===== src/hw/rtl/cst_pkg.sv =====
// Package for the comment strip token spacer: item types, byte codes and the per-byte scan function.
`default_nettype none
package cst_pkg;

  localparam int unsigned MAX_RES = 7;
  localparam int unsigned CNT_W   = 3;

  // Comment scanner modes
  localparam logic [1:0] MODE_NORMAL = 2'd0;
  localparam logic [1:0] MODE_LINE   = 2'd1;
  localparam logic [1:0] MODE_BLOCK  = 2'd2;

  // Byte codes
  localparam logic [7:0] CH_SPACE  = 8'h20;
  localparam logic [7:0] CH_NL     = 8'h0A;
  localparam logic [7:0] CH_TAB    = 8'h09;
  localparam logic [7:0] CH_SLASH  = 8'h2F;
  localparam logic [7:0] CH_STAR   = 8'h2A;
  localparam logic [7:0] CH_LPAREN = 8'h28;
  localparam logic [7:0] CH_RPAREN = 8'h29;
  localparam logic [7:0] CH_LBRACK = 8'h5B;
  localparam logic [7:0] CH_RBRACK = 8'h5D;
  localparam logic [7:0] CH_LBRACE = 8'h7B;
  localparam logic [7:0] CH_RBRACE = 8'h7D;
  localparam logic [7:0] CH_SEMI   = 8'h3B;
  localparam logic [7:0] CH_COLON  = 8'h3A;
  localparam logic [7:0] CH_EQUAL  = 8'h3D;
  localparam logic [7:0] CH_HASH   = 8'h23;

  typedef struct packed {
    logic [7:0] in_char;
    logic       is_last;
  } in_t;

  typedef struct packed {
    logic [7:0] out_char;
    logic       char_valid;
    logic       run_last;
    logic       text_end;
  } out_t;

  // One queued result; run_last is added when it leaves the queue
  typedef struct packed {
    logic [7:0] ch;
    logic       char_valid;
    logic       text_end;
  } ent_t;

  typedef ent_t [MAX_RES-1:0] ent_list_t;

  typedef struct packed {
    logic [1:0] mode;
    logic       skip;
  } scan_st_t;

  // Result of processing one byte: new scan state and up to three bytes
  typedef struct packed {
    scan_st_t        st;
    logic [1:0]      n;
    logic [2:0][7:0] ch;
  } hb_res_t;

  function automatic logic is_delim(logic [7:0] c);
    return (c == CH_LPAREN) || (c == CH_RPAREN) || (c == CH_LBRACK) ||
           (c == CH_RBRACK) || (c == CH_LBRACE) || (c == CH_RBRACE) ||
           (c == CH_SEMI)   || (c == CH_COLON)  || (c == CH_EQUAL)  ||
           (c == CH_HASH);
  endfunction

  function automatic hb_res_t handle_byte(scan_st_t st, logic [7:0] cur,
                                          logic has_next, logic [7:0] nxt);
    hb_res_t r;
    r    = '0;
    r.st = st;
    if (st.skip) begin
      // second half of a comment opener or closer
      r.st.skip = 1'b0;
    end else if (st.mode == MODE_LINE) begin
      if (cur == CH_NL) begin
        r.st.mode = MODE_NORMAL;
      end
    end else if (st.mode != MODE_NORMAL) begin
      if ((cur == CH_STAR) && has_next && (nxt == CH_SLASH)) begin
        r.st.mode = MODE_NORMAL;
        r.st.skip = 1'b1;
      end
    end else begin
      case (cur)
        CH_SPACE: begin
          if (!has_next || (nxt != CH_SPACE)) begin
            r.n     = 2'd1;
            r.ch[0] = cur;
          end
        end
        CH_NL, CH_TAB: begin
          r.n = 2'd0;
        end
        CH_SLASH: begin
          if (has_next && (nxt == CH_SLASH)) begin
            r.st.mode = MODE_LINE;
            r.st.skip = 1'b1;
          end else if (has_next && (nxt == CH_STAR)) begin
            r.st.mode = MODE_BLOCK;
            r.st.skip = 1'b1;
          end else begin
            r.n     = 2'd1;
            r.ch[0] = cur;
          end
        end
        default: begin
          if (is_delim(cur)) begin
            r.n     = 2'd3;
            r.ch[0] = CH_SPACE;
            r.ch[1] = cur;
            r.ch[2] = CH_SPACE;
          end else begin
            r.n     = 2'd1;
            r.ch[0] = cur;
          end
        end
      endcase
    end
    return r;
  endfunction

endpackage
`default_nettype wire


===== src/hw/rtl/cst_decode.sv =====
// Combinational decode of one item against the held byte: result list and next scan state.
`default_nettype none
module cst_decode (
  input  wire cst_pkg::in_t       item,
  input  wire logic [7:0]         held_byte,
  input  wire logic               held_present,
  input  wire cst_pkg::scan_st_t  st,
  output cst_pkg::ent_list_t      list,
  output logic [cst_pkg::CNT_W-1:0] cnt,
  output logic [7:0]              held_byte_nxt,
  output logic                    held_present_nxt,
  output cst_pkg::scan_st_t       st_nxt
);
  import cst_pkg::*;

  hb_res_t          res_a;
  hb_res_t          res_b;
  logic [CNT_W-1:0] n_a;
  logic [CNT_W-1:0] n_b;

  // Held byte with the incoming byte as lookahead, then the final byte alone
  always_comb begin
    res_a    = '0;
    res_a.st = st;
    if (held_present) begin
      res_a = handle_byte(st, held_byte, 1'b1, item.in_char);
    end
    res_b    = '0;
    res_b.st = res_a.st;
    if (item.is_last) begin
      res_b = handle_byte(res_a.st, item.in_char, 1'b0, 8'h00);
    end
  end

  assign n_a = {1'b0, res_a.n};
  assign n_b = {1'b0, res_b.n};

  // Pack the results into one ordered list
  always_comb begin
    list = '0;
    for (int i = 0; i < 3; i++) begin
      if (CNT_W'(i) < n_a) begin
        list[i].ch         = res_a.ch[i];
        list[i].char_valid = 1'b1;
      end
    end
    for (int k = 0; k < 3; k++) begin
      if (CNT_W'(k) < n_b) begin
        list[n_a + CNT_W'(k)].ch         = res_b.ch[k];
        list[n_a + CNT_W'(k)].char_valid = 1'b1;
      end
    end
    if (item.is_last) begin
      list[n_a + n_b].text_end = 1'b1;
    end
    cnt = n_a + n_b + CNT_W'(item.is_last);
  end

  // Next held byte and scan state; end of text returns everything to reset
  always_comb begin
    if (item.is_last) begin
      held_byte_nxt    = 8'h00;
      held_present_nxt = 1'b0;
      st_nxt           = '0;
    end else begin
      held_byte_nxt    = item.in_char;
      held_present_nxt = 1'b1;
      st_nxt           = res_a.st;
    end
  end

endmodule
`default_nettype wire


===== src/hw/rtl/cst_emit.sv =====
// Result queue and output register: sends the list one item per cycle unless stalled.
`default_nettype none
module cst_emit (
  input  wire logic                    clk,
  input  wire logic                    rst_n,
  input  wire logic                    load,
  input  wire cst_pkg::ent_list_t      list,
  input  wire logic [cst_pkg::CNT_W-1:0] cnt,
  output logic                         room,
  output logic                         out_valid,
  input  wire logic                    out_ready,
  output cst_pkg::out_t                out_data
);
  import cst_pkg::*;

  ent_list_t        list_r;
  logic [CNT_W-1:0] cnt_r;
  logic [CNT_W-1:0] idx_r;
  logic [CNT_W-1:0] idx_nxt;
  logic             out_vld_r;
  out_t             out_data_r;
  logic             out_free;
  logic             take;
  logic [CNT_W-1:0] idx_inc;

  assign out_free = !out_vld_r || out_ready;
  assign take     = out_free && (idx_r != cnt_r);
  assign idx_inc  = idx_r + CNT_W'(1);
  // New list may load once the last queued entry leaves this cycle
  assign room     = (idx_r == cnt_r) || ((idx_inc == cnt_r) && out_free);

  always_comb begin
    idx_nxt = idx_r;
    if (take) begin
      idx_nxt = idx_inc;
    end
  end

  // Queue registers
  always_ff @(posedge clk) begin
    if (!rst_n) begin
      cnt_r <= '0;
      idx_r <= '0;
    end else if (load) begin
      cnt_r <= cnt;
      idx_r <= '0;
    end else begin
      idx_r <= idx_nxt;
    end
  end

  always_ff @(posedge clk) begin
    if (load) begin
      list_r <= list;
    end
  end

  // Output register
  always_ff @(posedge clk) begin
    if (!rst_n) begin
      out_vld_r <= 1'b0;
    end else if (take) begin
      out_vld_r <= 1'b1;
    end else if (out_ready) begin
      out_vld_r <= 1'b0;
    end
  end

  always_ff @(posedge clk) begin
    if (take) begin
      out_data_r.out_char   <= list_r[idx_r].ch;
      out_data_r.char_valid <= list_r[idx_r].char_valid;
      out_data_r.text_end   <= list_r[idx_r].text_end;
      out_data_r.run_last   <= (idx_inc == cnt_r);
    end
  end

  assign out_valid = out_vld_r;
  assign out_data  = out_data_r;

endmodule
`default_nettype wire


===== src/hw/rtl/comment_strip_token_spacer.sv =====
// Top level of the comment strip token spacer.
// Usage:
//   Input channel in_valid/in_ready/in_data carries one source byte per item
//   (in_char) and is_last on the final byte of a text. Output channel
//   out_valid/out_ready/out_data gives zero to seven result items per input
//   item; run_last marks the last result caused by an input item, and an
//   item with char_valid low and text_end high closes each text.
//   Results of an input item go through the result queue and the output
//   register, then follow one per cycle while the receiver takes them.
//   Throughput: one input item per cycle while each item causes at most one
//   result and the receiver does not stall; an item causing more results
//   holds the input until the single output register drains the queue.
//   The first byte of a text, unless it is also its last, is only held and
//   causes no result. Reset (rst_n low, synchronous) clears the held byte,
//   comment mode and queue; no clearing pass is needed.
//   When the receiver stalls, the output register holds its item and the
//   input stalls once the queue has no room for the next item's results.
`default_nettype none
module comment_strip_token_spacer (
  input  wire logic          clk,
  input  wire logic          rst_n,
  input  wire logic          in_valid,
  output logic               in_ready,
  input  wire cst_pkg::in_t  in_data,
  output logic               out_valid,
  input  wire logic          out_ready,
  output cst_pkg::out_t      out_data
);
  import cst_pkg::*;

  logic [7:0]       held_byte_r;
  logic [7:0]       held_byte_nxt;
  logic             held_present_r;
  logic             held_present_nxt;
  scan_st_t         st_r;
  scan_st_t         st_nxt;
  ent_list_t        list;
  logic [CNT_W-1:0] cnt;
  logic             room;
  logic             accept;

  assign in_ready = room;
  assign accept   = in_valid && room;

  cst_decode u_decode (
    .item             (in_data),
    .held_byte        (held_byte_r),
    .held_present     (held_present_r),
    .st               (st_r),
    .list             (list),
    .cnt              (cnt),
    .held_byte_nxt    (held_byte_nxt),
    .held_present_nxt (held_present_nxt),
    .st_nxt           (st_nxt)
  );

  // Lookahead and comment scanner state
  always_ff @(posedge clk) begin
    if (!rst_n) begin
      held_byte_r    <= 8'h00;
      held_present_r <= 1'b0;
      st_r           <= '0;
    end else if (accept) begin
      held_byte_r    <= held_byte_nxt;
      held_present_r <= held_present_nxt;
      st_r           <= st_nxt;
    end
  end

  cst_emit u_emit (
    .clk       (clk),
    .rst_n     (rst_n),
    .load      (accept),
    .list      (list),
    .cnt       (cnt),
    .room      (room),
    .out_valid (out_valid),
    .out_ready (out_ready),
    .out_data  (out_data)
  );

endmodule
`default_nettype wire


===== config.mk =====
export PLATFORM = sky130hd
export DESIGN_NAME = comment_strip_token_spacer
export DESIGN_NICKNAME = d
export VERILOG_FILES = /design/src/hw/rtl/cst_pkg.sv /design/src/hw/rtl/cst_decode.sv /design/src/hw/rtl/cst_emit.sv /design/src/hw/rtl/comment_strip_token_spacer.sv
export SDC_FILE = /design/constraint.sdc
export NUM_CORES = 1
export LEC_CHECK = 0
export ABC_AREA = 0
export BUFFER_PORTS_ARGS = -buffer_cell sky130_fd_sc_hd__buf_2
export CORE_MARGIN = 5
export CORE_UTILIZATION = 55
export CTS_CLUSTER_DIAMETER = 80
export DETAILED_ROUTE_END_ITERATION = 8
export MAX_ROUTING_LAYER = met4
export PLACE_DENSITY = 0.82
export SETUP_SLACK_MARGIN = 0.1
export SYNTH_ARGS = -nofsm -noshare
export SYNTH_HDL_FRONTEND = slang
export SYNTH_SLANG_ARGS = --single-unit

===== constraint.sdc =====
create_clock -name clk -period 3.8 [get_ports clk]
set_clock_uncertainty 0.1 [all_clocks]
set_input_delay 0.76 -clock clk [delete_from_list [all_inputs] [get_ports clk]]
set_output_delay 0.76 -clock clk [all_outputs]
set_load 0.005 [all_outputs]

==> flow_summary.ini, run 1 <==
[synthesis]
yosysWarnings = 0
synthXorXnorAreaFrac_pct = 1.54
synth_ff_type = edfxtp_1
yosysTopAreaCellShare_pct = 47.5
synth_compound_area_share_pct = 11.1
synth_area_leaders = edfxtp_1 (48%), dfxtp_1 (7.4%), mux4_2 (4.4%)
syn_avg_cell_area_sq_um = 11.5
yosysTopAreaCell = edfxtp_1
ys_ff_latch = 100
synth_top_family_by_area = simple AND/OR/NAND/NOR gates
synth_adder_area_share_pct = 2.84
synth_area_sq_um = 5120
yosys.area_share.simple_pct = 18.6
ys_types = 72
async_reset_ff_share_pct = 0
synth_mux_area_share_pct = 6.97
synth_cells = 444
synth_edf_count = 81
seq_area_frac_synth_pct = 55.0

[global_routing]
grt_antenna_before_repair = 0
grt_pass1_wl_um = 17700
grt_max_degree = 45
grt_pass1_vias = 3487
grt_overflow = 0
grt_use_total_pct = 20.6

[routing]
via_count = 3597
drtIter0Drc = 435
routed_via_density = 6.07
finalWirelength_um = 10900
first_pass_iters = 6
ant_nets = 0
drc = 0
wire_per_inst_um = 18.4

[placement]
globalplace.congestion = 0.952
post-place-cells = 577
port_buffers = 25
placed_area_sq_um = 5440
place_ws_ns = 0.0413
dp_hpwl_um = 7560

[setup_path]
required_ns = 4.01
cp_max_fo = 8
critPathLaunch = in_data[8]
worstSetupPathType = input pin to register
r2r-start = held_byte_r[5]$_SDFFE_PN0P_
cp-end-kind = register
crit_path_start_kind = input pin
crit_arrival_ns = 3.64

[clocking]
cts_sinks = 100
clk_path_buf_depth = 2
clk_pin_slew_worst_paths_ns = 0.10
cts_resized = 0
numCtsBuffers = 9
hold_buffers = 0
cts_root_buf = clkbuf_8
postCtsSetupRepairBufs = 0
cts_tree = done
htreeDepth = 3
clock_latency_ns = 0.38

[power_and_ir_drop]
power.leakage_uw = 0.00205
internal-power_uw = 2280
ir_worst_vdd_mv = 0.392
combPwrFrac_pct = 30.3
power.switching_uw = 1140
power.share.clock_pct = 18.8
seq_power_share_pct = 50.9
power.switching_fraction_pct = 33.4
powerDensity_nw_per_um2 = 608

[floorplanning]
coreArea_sq_um = 9150
rows = 35
die_area_sq_um = 11300
fp.dieW_um = 106
io_pins = 26
initial_core_util_pct = 55.9
die_h_um = 106

[finish]
layout-drive-gt1-share_pct = 18.3
multiInputGateArea_sq_um = 2140
final_nets = 501
stdcell_area_sq_um = 5630
fin_cells = 593
area_growth_pct = 10.0
seq_area_sq_um = 2810
nFillCells = 698
final_util_pct = 61.5
n_antenna_cell = 0

[status]
outcome = finished clean

[timing]
setup_viol = 0
setup_tns_ns = 0
fmax_mhz = 291
worstMarginPinSlew_ns = 0.973
fin_crit_ns = 3.43
finalWorstSetupSlack_ns = 0.366
slew_viol_final = 0
min_period_over_period_pct = 90.4
rsz0062_at_grt = false
max_slew_margin_pct = 34.9
hold_violations = 0

[min_path]
worstHoldPathType = register to register
hp-start = u_emit.cnt_r[0]$_SDFFE_PN0P_

[run]
cap_violations = 0
==> registers in the layout, indices dropped and copies added, names as in the netlist <==
name	count
u_emit.list_r	70
u_emit.idx_r	3
u_emit.out_valid	1
held_byte_r	8
u_emit.cnt_r	3
st_r	3
held_present_r	1
u_emit.out_data	11
==> kinds of logic after synthesis <==
| group | after synthesis |
|---|---|
| xor gates and xnor gates | 9 |
| adders and majority gates | 11 |
| muxes | 23 |
| AOI/OAI and AO/OA | 81 |
| other | 1 |
| DFF | 100 |
| buffers and inverters | 51 |
| and+or+nand+nor | 168 |
==> Yosys cell counts (2+ instances only) <==
master      n
edfxtp_1   81
nor2_1     40
a21oi_1    38
nand2_1    32
and2_1     27
clkbuf_1   23
inv_1      20
dfxtp_1    19
mux2i_1    12
ha_1       10
mux4_2     10
nor3_1      8
or3_1       8
xnor2_1     7
a22o_1      6
and3_1      6
nand3_1     6
o22ai_1     6
nor4_1      5
nor2b_1     4
nor4b_1     4
o211ai_1    4
buf_1       3
nand2b_1    3
nand3b_1    3
nand4_1     3
o21ai_0     3
a211oi_1    2
a2bb2oi_1   2
a32o_1      2
and4b_1     2
nor4bb_1    2
o21a_1      2
or4b_2      2
xor2_1      2
==> power by group through the flow <==
stage               Combinational [uW]  Clock, uW  Sequential, uW
floorplan                          734          0            1730
global placement                  1010          0            1740
detailed placement                1040          0            1770
CTS                               1050        646            1740
global route                      1150        687            1770
finish                            1040        643            1740
==> worst paths after layout <==
path / endpoint / slack (ns) / depth (start not counted)
max: u_emit.cnt_r[2]$_SDFFE_PN0P_ / 0.37 / 14
min: u_emit.cnt_r[0]$_SDFFE_PN0P_ / 0.38 / 2
max reg2reg: u_emit.list_r[2]$_DFFE_PP_ / 0.47 / 10
min reg2reg: u_emit.cnt_r[0]$_SDFFE_PN0P_ / 0.38 / 2
==> placed cells by master (no fill, tap or decap), types with 5 or more instances in the layout <==
| master | Yosys | layout |
|---|---|---|
| ha_1 | 10 | 10 |
| nand2_1 | 32 | 32 |
| nor3_1 | 8 | 8 |
| a21oi_1 | 38 | 38 |
| edfxtp_1 | 81 | 81 |
| mux4_2 | 10 | 10 |
| nor2_1 | 40 | 40 |
| and3_1 | 6 | 6 |
| nand3_1 | 6 | 6 |
| xnor2_1 | 7 | 7 |
| and2_1 | 27 | 27 |
| clkbuf_8 | 0 | 9 |
| or3_1 | 8 | 8 |
| buf_2 | 1 | 25 |
| mux2i_1 | 12 | 12 |
| buf_4 | 0 | 16 |
| o22ai_1 | 6 | 6 |
| nor4_1 | 5 | 5 |
| inv_1 | 20 | 20 |
| conb_1 | 1 | 9 |
| a22o_1 | 6 | 6 |
| dfxtp_1 | 19 | 19 |
==> per-stage QoR <==
step / hold WS [ns] / total power (uW)
final: 0.381 / 3420
after global routing: 0.402 / 3610
after CTS: 0.379 / 3440
after detailed placement: 0.365 / 2810
after global placement: 0.355 / 2750
after floorplan: 0.344 / 2470
==> worst max-delay path, stage by stage <==
cell,delay (ns)
buf_2,0.16
or4b_4,0.57
or2_1,0.28
o311a_1,0.33
o21ai_4,0.14
inv_2,0.09
ha_1,0.19
inv_1,0.06
fa_1,0.43
inv_1,0.09
ha_1,0.16
xnor2_1,0.13
nand2_1,0.07
a21oi_1,0.16
==> layout make-up <==
cell class / instances / area share, %
Multi-Input combinational cell: 301 / 38.0
Tap cell: 111 / 2.47
Clock inverter: 6 / 1.00
Sequential cell: 100 / 50.0
Inverter: 23 / 1.60
Timing Repair Buffer: 42 / 4.71
Clock buffer: 10 / 2.27
==> layer usage <==
metal	global-route usage (%)	up-vias	share of wire (%)
met5	-	-	0
met4	8.31	0	2.1
met3	2.67	24	5.8
met2	32.5	156	49
met1	27.4	1726	44
li1	-	1691	-
No activity file was read; power rests on OpenSTA's default activity.
==> run 2, diff against run 1 <==
--- a/config.mk
+++ b/config.mk
@@ -12,7 +12,7 @@
 export CTS_CLUSTER_DIAMETER = 80
 export DETAILED_ROUTE_END_ITERATION = 8
 export MAX_ROUTING_LAYER = met4
-export PLACE_DENSITY = 0.82
+export PLACE_DENSITY = 0.76
 export SETUP_SLACK_MARGIN = 0.1
 export SYNTH_ARGS = -nofsm -noshare
 export SYNTH_HDL_FRONTEND = slang
==> flow_summary.ini, run 2 (synthesized netlist as in run 1, its figures left out) <==
[finish]
final_common_cell = edfxtp_1
mostFrequentLayoutCells = edfxtp_1 (81), nor2_1 (40), a21oi_1 (38), nand2_1 (32), and2_1 (27)
stdcell_area_sq_um = 5660
largest_register = u_emit.list_r
area_growth_pct = 10.6
largest_reg_flops = 70
layout-drive-gt1-share_pct = 18.9
final_nets = 505
n_antenna_cell = 0
final_util_pct = 61.8

[placement]
placed_area_sq_um = 5470
globalplace.congestion = 0.902
port_buffers = 25
dp_hpwl_um = 7620

[floorplanning]
initial_core_util_pct = 55.9
coreArea_sq_um = 9150
die_area_sq_um = 11300
rows = 35
fp.dieW_um = 106
die_h_um = 106
io_pins = 26

[global_routing]
grt_pass1_vias = 3493
use_met1_pct = 30.6
grt_overflow = 0
grt_pass1_wl_um = 18300
grt_use_total_pct = 21.1
grt_use_met3_pct = 3.76
grt_antenna_before_repair = 0
grt_use_met2_pct = 31.6
grt_max_degree = 52
top_usage_layer = met2

[min_path]
hp-start = u_emit.cnt_r[2]$_SDFFE_PN0P_
worstHoldPathType = register to register

[routing]
finalWirelength_um = 10800
routed_via_density = 5.94
drc = 0
drtIter0Drc = 234
ant_nets = 0
via_count = 3546
wire_per_inst_um = 18.1
first_pass_iters = 4

[clocking]
numCtsBuffers = 9
cts_tree = done
cts_root_buf = clkbuf_8
postCtsSetupRepairBufs = 0
clk_pin_slew_worst_paths_ns = 0.10
cts_sinks = 100
htreeDepth = 3
cts_resized = 0
clk_path_buf_depth = 2
clock_latency_ns = 0.37
hold_buffers = 0

[timing]
setup_tns_ns = 0
hold_violations = 0
min_period_over_period_pct = 86.5
rsz0062_at_grt = false
worstMarginPinSlew_ns = 0.992
fin_crit_ns = 3.29
max_slew_margin_pct = 33.7
holdWs_ns = 0.378
slew_viol_final = 0
fmax_mhz = 304
setup_viol = 0

[power_and_ir_drop]
powerDensity_nw_per_um2 = 606
ir_worst_vdd_mv = 0.405
power.leakage_uw = 0.00207

[setup_path]
cp-end-kind = register
critPathLaunch = in_data[5]
cp_slowest_cell = or4b_4
slowest_delay_ns = 0.58
crit_path_start_kind = input pin
path_cells = buf_2, or4b_4, or2_1, o311a_1, o21ai_4, inv_2, ha_1, inv_1, fa_1, inv_1, ha_1, xnor2_1, nand2_1, a21oi_1
r2r-start = held_byte_r[5]$_SDFFE_PN0P_
crit_buf_inv = 4
worstSetupPathType = input pin to register
cp_max_fo = 5
required_ns = 4.00
crit_arrival_ns = 3.49
critPathTopFamily = simple AND/OR/NAND/NOR gates

[run]
cap_violations = 0

[status]
outcome = finished clean
[run 2: cell type report]
cell class / instances / area, sq um
multi-input combinational: 301 / 2140
inverter: 23 / 90.1
sequential: 100 / 2810
clock buffer: 9 / 124
tap: 111 / 139
fill: 732 / 3490
timing repair buffer: 46 / 295
clock inverter: 7 / 60.1
[run 2: worst min-delay path, stage by stage (launching register included)]
cell     delay, ns
dfxtp_1       0.34
nand2_1       0.06
a21oi_1       0.05
[run 2: per-layer routing]
metal,vias to the layer above,share of wire (%)
li1,1702,-
met1,1711,47
met2,120,46
met3,13,5.7
met4,0,1.3
met5,-,0
[run 2: where the power goes]
group	switching (uW)	leakage, uW	total, uW	internal (uW)
logic	644	0.00102	1050	408
clock network	389	0.0000909	638	249
registers	114	0.000955	1740	1630
total	1150	0.00207	3430	2280
[run 2: final timing paths]
kind | end | slack [ns] | depth (start not counted)
setup / recovery | u_emit.cnt_r[2]$_SDFFE_PN0P_ | 0.51 | 14
hold / removal | u_emit.cnt_r[2]$_SDFFE_PN0P_ | 0.38 | 2
setup reg to reg | u_emit.list_r[3]$_DFFE_PP_ | 0.53 | 9
hold reg to reg | u_emit.cnt_r[2]$_SDFFE_PN0P_ | 0.38 | 2
[run 2: through the flow]
stage               worst slack, ns  total power [uW]  cells
floorplan                     0.121              2470    452
global placement              0.177              2780    581
detailed placement            0.123              2820    581
CTS                           0.504              3450    597
global route                  0.314              3640    597
finish                        0.513              3430    597
